`src/rtl/rltd_pkg.sv`:
```
// Shared types, constants and helper functions of the run-length text decoder.
`default_nettype none

package rltd_pkg;

    localparam int DEF_QUEUE_DEPTH = 4;

    localparam logic [7:0] CHAR_ZERO    = 8'h30;
    localparam logic [7:0] CHAR_NEWLINE = 8'h0A;

    localparam logic [1:0] WANT_BYTE = 2'd0;
    localparam logic [1:0] WANT_TICK = 2'd1;
    localparam logic [1:0] WANT_DONE = 2'd2;

    localparam logic [1:0] CHAN_RED  = 2'd0;
    localparam logic [1:0] CHAN_BLUE = 2'd2;

    typedef enum logic [3:0] {
        PH_COUNT  = 4'b0001,
        PH_HEADER = 4'b0010,
        PH_PIXEL  = 4'b0100,
        PH_DONE   = 4'b1000
    } t_phase;

    typedef enum logic [1:0] {
        K_CHAR,
        K_VALUE,
        K_WRONG
    } t_kind;

    typedef struct packed {
        logic       mode;
        logic [7:0] data_byte;
        logic       final_byte;
    } t_in_word;

    typedef struct packed {
        logic [7:0] out_char;
        logic       end_of_burst;
        logic [1:0] next_wanted;
        logic       wrong_kind;
    } t_out_word;

    // one queued burst: what the back end has to spell out
    typedef struct packed {
        t_kind      kind;
        logic [7:0] byte_val;
        logic [1:0] next_wanted;
    } t_desc;

    typedef struct packed {
        logic [3:0][7:0] chars;
        logic [2:0]      len;
        logic            wrong;
    } t_burst;

    function automatic logic [1:0] f_next_chan(input logic [1:0] c);
        f_next_chan = (c == CHAN_BLUE) ? CHAN_RED : c + 2'd1;
    endfunction

    function automatic logic [1:0] f_wanted(input t_phase ph, input logic done,
                                            input logic await_v, input logic run_zero);
        logic [1:0] w;
        unique case (ph)
            PH_COUNT, PH_HEADER: w = WANT_BYTE;
            PH_DONE:             w = WANT_DONE;
            default: begin
                if (done)
                    w = WANT_TICK;
                else if (await_v || run_zero)
                    w = WANT_BYTE;
                else
                    w = WANT_TICK;
            end
        endcase
        return w;
    endfunction

    function automatic t_burst f_expand(input t_desc d);
        t_burst     b;
        logic [1:0] h;
        logic [7:0] r;
        logic [3:0] t;
        logic [7:0] o;
        b       = '0;
        h       = (d.byte_val >= 8'd200) ? 2'd2 : (d.byte_val >= 8'd100) ? 2'd1 : 2'd0;
        r       = d.byte_val - ((h == 2'd2) ? 8'd200 : (h == 2'd1) ? 8'd100 : 8'd0);
        t       = 4'd0;
        for (int k = 1; k < 10; k++) begin
            if (r >= 8'(k * 10))
                t = 4'(k);
        end
        o       = r - {4'd0, t} * 8'd10;
        unique case (d.kind)
            K_CHAR: begin
                b.chars[0] = d.byte_val;
                b.len      = 3'd1;
            end
            K_VALUE: begin
                if (d.byte_val >= 8'd100) begin
                    b.chars = {CHAR_NEWLINE, CHAR_ZERO + o, CHAR_ZERO + {4'd0, t},
                               CHAR_ZERO + {6'd0, h}};
                    b.len   = 3'd4;
                end else if (d.byte_val >= 8'd10) begin
                    b.chars = {8'h00, CHAR_NEWLINE, CHAR_ZERO + o, CHAR_ZERO + {4'd0, t}};
                    b.len   = 3'd3;
                end else begin
                    b.chars = {16'h0000, CHAR_NEWLINE, CHAR_ZERO + o};
                    b.len   = 3'd2;
                end
            end
            default: begin
                b.len   = 3'd1;
                b.wrong = 1'b1;
            end
        endcase
        return b;
    endfunction

endpackage

`default_nettype wire

```
`src/rtl/rgb_run_length_text_decoder.sv`:
```
// Top level of the run-length image decoder that prints decimal text.
//
//  channel | direction | handshake                      | word
//  --------+-----------+--------------------------------+------------
//  in      | input     | i_in_valid / o_in_ready        | t_in_word
//  out     | output    | o_out_valid / i_out_ready      | t_out_word
//
// An item is taken while the queue has room; its burst of 1 to 4 words leaves at one word
// per cycle from the back end while i_out_ready is high.
// Silent items (count bytes and run bytes) produce no word.
// Synchronous active-low reset clears state and the queue; no clearing pass.
// The queue of QUEUE_DEPTH bursts lets input run ahead while output stalls.
`default_nettype none

module rgb_run_length_text_decoder import rltd_pkg::*; #(
    parameter int QUEUE_DEPTH = DEF_QUEUE_DEPTH
) (
    input  wire        i_clk,
    input  wire        i_rst_n,
    input  wire        i_in_valid,
    output logic       o_in_ready,
    input  t_in_word   i_in_word,
    output logic       o_out_valid,
    input  wire        i_out_ready,
    output t_out_word  o_out_word
);

    logic  q_push, q_pop, q_full, q_empty;
    t_desc q_in, q_out;

    rltd_front u_front (
        .i_clk      (i_clk),
        .i_rst_n    (i_rst_n),
        .i_in_valid (i_in_valid),
        .o_in_ready (o_in_ready),
        .i_in_word  (i_in_word),
        .i_q_full   (q_full),
        .o_q_push   (q_push),
        .o_q_desc   (q_in)
    );

    rltd_queue #(
        .DEPTH (QUEUE_DEPTH)
    ) u_queue (
        .i_clk   (i_clk),
        .i_rst_n (i_rst_n),
        .i_push  (q_push),
        .i_desc  (q_in),
        .o_full  (q_full),
        .i_pop   (q_pop),
        .o_empty (q_empty),
        .o_desc  (q_out)
    );

    rltd_back u_back (
        .i_clk       (i_clk),
        .i_rst_n     (i_rst_n),
        .i_q_empty   (q_empty),
        .i_q_desc    (q_out),
        .o_q_pop     (q_pop),
        .o_out_valid (o_out_valid),
        .i_out_ready (i_out_ready),
        .o_out_word  (o_out_word)
    );

endmodule

`default_nettype wire

```
`src/rtl/rltd_front.sv`:
```
// Front end: accepts items, checks their kind, updates decoder state, queues bursts.
`default_nettype none

module rltd_front import rltd_pkg::*; (
    input  wire        i_clk,
    input  wire        i_rst_n,
    input  wire        i_in_valid,
    output logic       o_in_ready,
    input  t_in_word   i_in_word,
    input  wire        i_q_full,
    output logic       o_q_push,
    output t_desc      o_q_desc
);

    t_phase          r_phase,    n_phase;
    logic [7:0]      r_hdr_left, n_hdr_left;
    logic [1:0]      r_chan,     n_chan;
    logic            r_await,    n_await;
    logic [2:0][8:0] r_run,      n_run;
    logic [2:0][7:0] r_sample,   n_sample;
    logic            r_done,     n_done;

    logic       hit, good, visit, echo, settle;
    logic [1:0] exp_kind;
    logic [7:0] value;
    logic [1:0] c1, c2;

    assign o_in_ready = !i_q_full;
    assign hit        = i_in_valid && o_in_ready;
    assign exp_kind   = f_wanted(r_phase, r_done, r_await, r_run[r_chan] == 9'd0);
    assign good       = (exp_kind != WANT_DONE) && ({1'b0, i_in_word.mode} == exp_kind);

    always_comb begin
        n_phase    = r_phase;
        n_hdr_left = r_hdr_left;
        n_chan     = r_chan;
        n_await    = r_await;
        n_run      = r_run;
        n_sample   = r_sample;
        n_done     = r_done;
        visit      = 1'b0;
        echo       = 1'b0;
        settle     = 1'b0;
        value      = r_sample[r_chan];
        c1         = 2'd0;
        c2         = 2'd0;
        if (i_in_word.mode) begin
            visit  = 1'b1;
            settle = r_done;
        end else begin
            unique case (r_phase)
                PH_COUNT: begin
                    n_hdr_left = i_in_word.data_byte;
                    n_phase    = (i_in_word.data_byte != 8'd0) ? PH_HEADER : PH_PIXEL;
                end
                PH_HEADER: begin
                    echo = 1'b1;
                    if (i_in_word.data_byte == CHAR_NEWLINE) begin
                        n_hdr_left = r_hdr_left - 8'd1;
                        if (r_hdr_left == 8'd1)
                            n_phase = PH_PIXEL;
                    end
                end
                PH_PIXEL: begin
                    if (r_await) begin
                        n_sample[r_chan] = i_in_word.data_byte;
                        value            = i_in_word.data_byte;
                        n_await          = 1'b0;
                        visit            = 1'b1;
                    end else begin
                        n_run[r_chan] = {1'b0, i_in_word.data_byte} + 9'd1;
                        n_await       = 1'b1;
                    end
                end
                default: ;
            endcase
        end
        if (visit) begin
            if (n_run[r_chan] != 9'd0)
                n_run[r_chan] = n_run[r_chan] - 9'd1;
            n_chan = f_next_chan(r_chan);
        end
        if (!i_in_word.mode && i_in_word.final_byte) begin
            n_done = 1'b1;
            if (n_phase == PH_COUNT || n_phase == PH_HEADER) begin
                n_phase = PH_DONE;
            end else begin
                if (n_await) begin
                    n_run[n_chan] = 9'd0;
                    n_await       = 1'b0;
                end
                settle = 1'b1;
            end
        end
        if (settle) begin
            c1 = f_next_chan(n_chan);
            c2 = f_next_chan(c1);
            if (n_run[n_chan] != 9'd0)
                n_chan = n_chan;
            else if (n_run[c1] != 9'd0)
                n_chan = c1;
            else if (n_run[c2] != 9'd0)
                n_chan = c2;
            else
                n_phase = PH_DONE;
        end
    end

    always_comb begin
        o_q_push            = hit && (!good || echo || visit);
        o_q_desc.kind       = !good ? K_WRONG : (echo ? K_CHAR : K_VALUE);
        o_q_desc.byte_val   = echo ? i_in_word.data_byte : value;
        o_q_desc.next_wanted = !good ? exp_kind
                             : f_wanted(n_phase, n_done, n_await, n_run[n_chan] == 9'd0);
    end

    always_ff @(posedge i_clk) begin
        if (!i_rst_n) begin
            r_phase    <= PH_COUNT;
            r_hdr_left <= '0;
            r_chan     <= CHAN_RED;
            r_await    <= 1'b0;
            r_run      <= '0;
            r_done     <= 1'b0;
        end else if (hit && good) begin
            r_phase    <= n_phase;
            r_hdr_left <= n_hdr_left;
            r_chan     <= n_chan;
            r_await    <= n_await;
            r_run      <= n_run;
            r_done     <= n_done;
        end
    end

    always_ff @(posedge i_clk) begin
        if (hit && good)
            r_sample <= n_sample;
    end

endmodule

`default_nettype wire

```
`src/rtl/rltd_queue.sv`:
```
// Short queue of burst descriptors between front end and back end.
`default_nettype none

module rltd_queue import rltd_pkg::*; #(
    parameter int DEPTH = DEF_QUEUE_DEPTH
) (
    input  wire   i_clk,
    input  wire   i_rst_n,
    input  wire   i_push,
    input  t_desc i_desc,
    output logic  o_full,
    input  wire   i_pop,
    output logic  o_empty,
    output t_desc o_desc
);

    localparam int PW = (DEPTH > 1) ? $clog2(DEPTH) : 1;
    localparam int CW = $clog2(DEPTH + 1);

    t_desc         r_mem [DEPTH];
    logic [PW-1:0] r_wr, r_rd;
    logic [CW-1:0] r_count;
    logic          do_push, do_pop;

    assign o_full  = (r_count == CW'(DEPTH));
    assign o_empty = (r_count == '0);
    assign do_push = i_push && !o_full;
    assign do_pop  = i_pop && !o_empty;
    assign o_desc  = r_mem[r_rd];

    always_ff @(posedge i_clk) begin
        if (!i_rst_n) begin
            r_wr    <= '0;
            r_rd    <= '0;
            r_count <= '0;
        end else begin
            if (do_push)
                r_wr <= (r_wr == PW'(DEPTH - 1)) ? '0 : r_wr + 1'b1;
            if (do_pop)
                r_rd <= (r_rd == PW'(DEPTH - 1)) ? '0 : r_rd + 1'b1;
            if (do_push && !do_pop)
                r_count <= r_count + 1'b1;
            else if (do_pop && !do_push)
                r_count <= r_count - 1'b1;
        end
    end

    always_ff @(posedge i_clk) begin
        if (do_push)
            r_mem[r_wr] <= i_desc;
    end

endmodule

`default_nettype wire

```
`src/rtl/rltd_back.sv`:
```
// Back end: spells queued bursts out as characters, one word per cycle while i_out_ready is high.
`default_nettype none

module rltd_back import rltd_pkg::*; (
    input  wire        i_clk,
    input  wire        i_rst_n,
    input  wire        i_q_empty,
    input  t_desc      i_q_desc,
    output logic       o_q_pop,
    output logic       o_out_valid,
    input  wire        i_out_ready,
    output t_out_word  o_out_word
);

    logic [3:0][7:0] r_buf;
    logic [2:0]      r_left;
    logic [1:0]      r_nw;
    logic            r_wrong;
    t_burst          burst;
    logic            take;

    assign burst       = f_expand(i_q_desc);
    assign o_out_valid = (r_left != 3'd0);
    assign take        = o_out_valid && i_out_ready;
    assign o_q_pop     = !i_q_empty && (!o_out_valid || (take && r_left == 3'd1));

    assign o_out_word.out_char     = r_buf[0];
    assign o_out_word.end_of_burst = (r_left == 3'd1);
    assign o_out_word.next_wanted  = r_nw;
    assign o_out_word.wrong_kind   = r_wrong;

    always_ff @(posedge i_clk) begin
        if (!i_rst_n) begin
            r_left <= '0;
        end else if (o_q_pop) begin
            r_left <= burst.len;
        end else if (take) begin
            r_left <= r_left - 3'd1;
        end
    end

    always_ff @(posedge i_clk) begin
        if (o_q_pop) begin
            r_buf   <= burst.chars;
            r_nw    <= i_q_desc.next_wanted;
            r_wrong <= burst.wrong;
        end else if (take) begin
            r_buf   <= {8'h00, r_buf[3:1]};
        end
    end

endmodule

`default_nettype wire

```
`config.mk`:
```
export PLATFORM = sky130hd
export DESIGN_NAME = rgb_run_length_text_decoder
export DESIGN_NICKNAME = d
export VERILOG_FILES = /design/src/rtl/rltd_pkg.sv /design/src/rtl/rgb_run_length_text_decoder.sv /design/src/rtl/rltd_front.sv /design/src/rtl/rltd_queue.sv /design/src/rtl/rltd_back.sv
export SDC_FILE = /design/constraint.sdc
export NUM_CORES = 1
export LEC_CHECK = 0
export BUFFER_PORTS_ARGS = -buffer_cell sky130_fd_sc_hd__clkbuf_2
export CORE_MARGIN = 3
export CORE_UTILIZATION = 39
export CTS_CLUSTER_SIZE = 10
export DETAILED_ROUTE_END_ITERATION = 8
export HOLD_SLACK_MARGIN = 0.03
export PLACE_DENSITY = 0.65
export SLEW_MARGIN = 15
export SYNTH_ARGS = -nofsm -noshare
export SYNTH_HDL_FRONTEND = slang
export SYNTH_SLANG_ARGS = --single-unit
export TNS_END_PERCENT = 50
```
`constraint.sdc`:
```
create_clock -name i_clk -period 13.6 [get_ports i_clk]
set_clock_uncertainty 0.05 [all_clocks]
set_input_delay 2.72 -clock i_clk [delete_from_list [all_inputs] [get_ports i_clk]]
set_output_delay 2.72 -clock i_clk [all_outputs]
set_load 0.1 [all_outputs]
```
# Word-level counts from Yosys, hierarchy flattened
# Memory sizes are Yosys's and may differ from the RTL's. A register that Yosys moved wholly into a read port is not among the register bits.
# Cells that the tools add are included.
[word_totals]
reg_bits = 112
ram_bits = 48
inputBits = 14
output_inout_bits = 14
word_cells = 240
n_memories = 1
[op_classes]
addsub = 16
mul = 1
order_cmp = 19
eq_ne = 24
mux = 110
bitwise = 3
n_reduce_logical = 45
[memory_table]
columns = ["memory", "depth", "width", "rd", "rd_ports_with_merged_regs", "wr", "line", "source"]
rows = [
  ["u_queue.r_mem", 4, 12, 1, 1, 1, "rltd_queue.sv:20", "t_desc r_mem [DEPTH];"],
]
[op_table]
columns = ["cell", "count"]
rows = [
  ["27-bit two-way mux", 8],
  ["9-bit binary-select mux with 2-bit select", 6],
  ["9-bit two-way mux", 8],
  ["32-bit two-way mux", 2],
  ["8-bit two-way mux", 8],
  ["27-bit bitwise mux", 2],
  ["4-bit two-way mux", 11],
  ["2-bit two-way mux", 19],
  ["9-bit demux with 2-bit select", 2],
  ["9-bit nonzero test", 4],
  ["8-bit by 7-bit >= comparator with 1-bit output, second input constant", 4],
  ["8-bit one-hot mux with 2 select lines", 2],
  ["31-bit two-way mux", 1],
  ["3-bit two-way mux", 10],
  ["27-bit AND", 1],
  ["27-bit inverter", 1],
  ["24-bit bitwise mux", 1],
  ["8-bit by 6-bit >= comparator with 1-bit output, second input constant", 3],
  ["24-bit two-way mux", 1],
  ["23-bit two-way mux", 1],
  ["1-bit two-way mux", 22],
  ["9-bit logical NOT", 2],
  ["8-bit binary-select mux with 2-bit select", 1],
  ["8-bit demux with 2-bit select", 1],
  ["43 further kinds", 97],
]

# Logic depth before layout (Yosys ltp)
[logic_depth]
depth_word = 33
ltp_mapped = 32

# By module
# A second synthesis with hierarchy kept.
[hier_totals]
cells_unflattened = 1086
hier_area_um2 = 10281.1
[by_module_without_submodules]
columns = ["module", "n_inst", "cells_each", "area_each_um2", "seq_area_each_um2"]
rows = [
  ["rltd_front", 1, 695, 5490.3, 1581.5],
  ["rltd_back", 1, 279, 2571.2, 900.9],
  ["rltd_queue", 1, 112, 2219.6, 1621.6],
]

# Least setup slack after synthesis
# No wires, ideal clock.
[synth_timing]
kind = "input to register"
start = "in i_in_word[9] (netlist name)"
end = "mem u_queue.r_mem[0][0] (netlist name), data pin"
setup_time_ns = 0.289
t_arrival_ns = 6.701
setup_slack_ns = 6.560
path_stages = 20
cell_sequence = "clkbuf_1 -> or2_2 -> clkbuf_1 -> nor2_1 -> o31ai_1 -> nand2_1 -> ha_1 -> inv_1 -> or4_1 -> buf_4 -> nand2_1 -> mux2_1 -> or3_1 -> a22o_1 -> a21o_1 -> or3b_1 -> buf_2 -> and3_4 -> o2111ai_1 -> o311ai_1"
[synth_lines]
columns = ["element", "line", "source"]
rows = [
  ["start, declared", "rgb_run_length_text_decoder.sv:22", "input t_in_word i_in_word,"],
  ["end, declared", "rltd_queue.sv:20", ""],
]

==> results.py <==
metrics = {
    "status": {
        "status": "complete, no violations",
    },
    "cts": {
        "htreeDepth": 4,
        "hold_buffers": 0,
        "root_buffer": "clkbuf_16",
        "cts.repair.resized": 0,
        "cts_tree": "yes",
        "clk_latency_ns": 0.43,
        "clkSinkCount": 155,
        "clockBufferDepth": 2,
        "post_cts_buffers": 0,
        "cts_buffers": 17,
        "cts.clk_slew.worst_paths_ns": 0.08,
    },
    "worst_hold_path": {
        "hp-class": "flip-flop to flip-flop",
        "hold_depth": 2,
    },
    "place": {
        "gp_congestion": 0.963,
        "dp_hpwl_um": 20000,
        "place.port_buffers": 27,
        "placed_area_um2": 10200,
        "place_inst": 1384,
    },
    "routing": {
        "routed-wl-met2_um": 13400,
        "finalWirelength_um": 27600,
        "top_layer": "met4",
        "routedWlPerCell_um": 19.5,
        "met3_length_um": 1370,
        "via_count": 8410,
        "drt-pass1-iter-count": 5,
        "met1_length_um": 11800,
        "post-route-drc-count": 0,
        "viasPerCell": 5.94,
        "drt-initial-drc-count": 785,
        "ant_nets": 0,
    },
    "logic_synthesis": {
        "netlist_area_um2": 9900,
        "yosysTopAreaCell": "edfxtp_1",
        "synth.avg_cell_area_um2": 9.15,
        "ys_top_cells_by_area": "edfxtp_1 (30%), dfxtp_1 (11%), a21oi_1 (4.9%), nand2_1 (4.8%), ha_1 (4.5%)",
        "yosys_warnings": 0,
        "synth.distinct_cells": 84,
        "ys_seq_area_share_pct": 41.4,
        "synth_edf_count": 100,
        "synth-seq-cells": 155,
        "syn_nets": 1137,
        "synth_top_area_share_pct": 30.3,
        "synth_cells": 1083,
        "async_flop_share_pct": 0,
        "ys.flop_type": "edfxtp_1",
    },
    "setup_path": {
        "endpoint_kind": "flip-flop",
        "worstPathMaxFanout": 12,
        "worst_path_max_delay_cell": "dfxtp_1",
        "worstSetupPathType": "flip-flop to flip-flop",
        "path_buf_inv": 4,
        "cp.depth": 30,
        "crit_required_ns": 13.70,
        "r2r_end": "u_back.o_out_word[11]",
        "r2r_setup_slack_ns": 5.85,
        "startpoint_type": "flip-flop",
        "arrival_ns": 7.85,
        "max_stage_delay_ns": 0.72,
        "crit_family": "compound AO/OA/AOI/OAI gates",
        "reg2reg_depth": 30,
        "endpoint": "u_back.o_out_word[11]",
    },
    "timing": {
        "report.final.slew_viol_count": 0,
        "rsz0062_at_grt": "no",
        "worst_pin_slew_ns": 1.09,
        "hold_viol": 0,
        "tns_ns": 0,
        "finalSetupViolCount": 0,
        "min_period_ns": 7.75,
        "fmax_mhz": 129,
        "slew_headroom_pct": 26.7,
        "timing.final.crit_share_pct": 57.0,
    },
    "die": {
        "coreArea_um2": 24600,
        "die_y_um": 165,
        "die_w_um": 165,
        "start_util_pct": 40.3,
        "rows": 57,
        "ios": 28,
        "dieArea_um2": 27300,
    },
    "global_route": {
        "grt.overflow.total": 0,
        "grt_util_all_layers_pct": 20.7,
        "grt_pass1_wl_um": 44500,
        "grt_pass1_vias": 8156,
        "antenna_found_initial": 0,
        "grt_max_degree": 41,
    },
    "cells_and_area": {
        "area_growth_pct": 9.64,
        "layout.cells.non_filler": 1416,
        "drive_gt1_share_pct": 10.6,
        "final_cell_area_um2": 10900,
        "antennaDiodeCount": 0,
        "fin_nets": 1133,
    },
    "flow_run": {
        "cap_violations": 0,
    },
}
-- registers in the layout (all words and copies together), names as in the netlist, named ones only --
| name | count |
|---|---|
| u_front.r_await | 1 |
| u_back.r_nw | 2 |
| u_queue.r_count | 3 |
| u_front.r_done | 1 |
| u_front.r_run | 27 |
| u_front.r_phase | 4 |
| u_back.r_left | 3 |
| u_back.r_buf | 17 |
| u_front.r_hdr_left | 8 |
| u_queue.r_mem | 48 |
| u_queue.r_rd | 2 |
| u_front.r_chan | 2 |
| u_front.r_sample | 24 |
| u_queue.r_wr | 2 |
| u_back.r_wrong | 1 |
| u_back.o_out_word | 8 |
-- logic make-up (layout without fill, tap and decap cells) --
kind of cell	count (synthesis)	in the layout	share of synthesized area [%]
muxes	48	48	6.54
and+or+nand+nor	404	404	19.4
AOI/OAI and AO/OA	308	308	20.6
buffers and inverters	105	114	4.66
DFF	155	155	41.4
xor gates and xnor gates	23	23	2.03
adders and majority gates	40	40	5.36
-- routing by layer --
metal | up-vias | track usage, %
li1 | 4000 | -
met1 | 4036 | 26.3
met2 | 305 | 35.4
met3 | 69 | 3.29
met4 | 0 | 8.24
met5 | - | 0
-- per-stage QoR --
step / utilization [%] / hold slack, ns / setup slack [ns]
global route: 44.1 / 0.455 / 5.23
detailed placement: 41.6 / 0.431 / 5.66
CTS: 44.1 / 0.442 / 5.83
floorplan: - / 0.402 / 6.56
finish: 44.1 / 0.439 / 5.85
global placement: 41.6 / 0.420 / 5.85
-- cells in the mapped netlist (14+ instances only) --
| master | instances |
|---|---|
| nand2_1 | 127 |
| nor2_1 | 109 |
| edfxtp_1 | 100 |
| a21oi_1 | 96 |
| o21ai_0 | 62 |
| dfxtp_1 | 55 |
| inv_1 | 40 |
| clkbuf_1 | 39 |
| ha_1 | 36 |
| nand3_1 | 33 |
| mux2i_1 | 22 |
| nor3_1 | 20 |
| xnor2_1 | 18 |
| nand2b_1 | 16 |
| o211ai_1 | 15 |
| or3_1 | 15 |
| a211oi_1 | 14 |
| and2_1 | 14 |
-- placed cells by master (no fill, tap or decap), types with 8 or more instances in the layout --
cell / synthesis / final
o21ai_0: 62 / 62
a21o_1: 10 / 10
o221ai_1: 8 / 8
a22oi_1: 9 / 9
nand2_1: 127 / 127
a21oi_1: 96 / 96
nor3_1: 20 / 19
mux2i_1: 22 / 22
and2_1: 14 / 14
xnor2_1: 18 / 18
ha_1: 36 / 36
dfxtp_1: 55 / 55
or3_1: 15 / 15
edfxtp_1: 100 / 100
a211oi_1: 14 / 14
nor2_1: 109 / 108
clkbuf_2: 0 / 27
nor2b_1: 12 / 12
mux2_2: 13 / 13
o21a_1: 8 / 8
buf_4: 10 / 11
o211ai_1: 15 / 15
clkbuf_16: 0 / 17
nor4_1: 13 / 13
nand3_1: 33 / 33
inv_1: 40 / 40
mux4_2: 12 / 12
nand2b_1: 16 / 16
-- worst min path at each step --
stage / start / endpoint
after floorplan: u_front.r_hdr_left[4] / u_front.r_hdr_left[4]
after global placement: u_queue.r_rd[1] / u_queue.r_rd[1]
after detailed placement: u_front.r_hdr_left[4] / u_front.r_hdr_left[4]
after CTS: u_front.r_hdr_left[4] / u_front.r_hdr_left[4]
after global routing: u_front.r_hdr_left[4] / u_front.r_hdr_left[4]
final: u_queue.r_rd[1] / flip-flop
-- area by class of cell --
class,count,area [um2]
fillers,2401,13700
multi-input cells,823,5350
flip-flops and latches,155,4100
clock buffers,17,425
well taps,324,405
repair buffers,38,218
clock inverters,15,186
inverters,44,170
-- worst reg2reg max path, delay by kind of cell, from the launching register on --
kind / cells / cell delay, ns
AOI/OAI and AO/OA: 10 / 2.13
adders and majority gates: 7 / 1.97
and+or+nand+nor: 5 / 1.02
DFF: 1 / 0.72
xor gates and xnor gates: 3 / 0.65
muxes: 1 / 0.51
buffers and inverters: 4 / 0.39
Power is not shown: default switching activity piles up to over one toggle a cycle in this logic, so the estimate is an artifact.
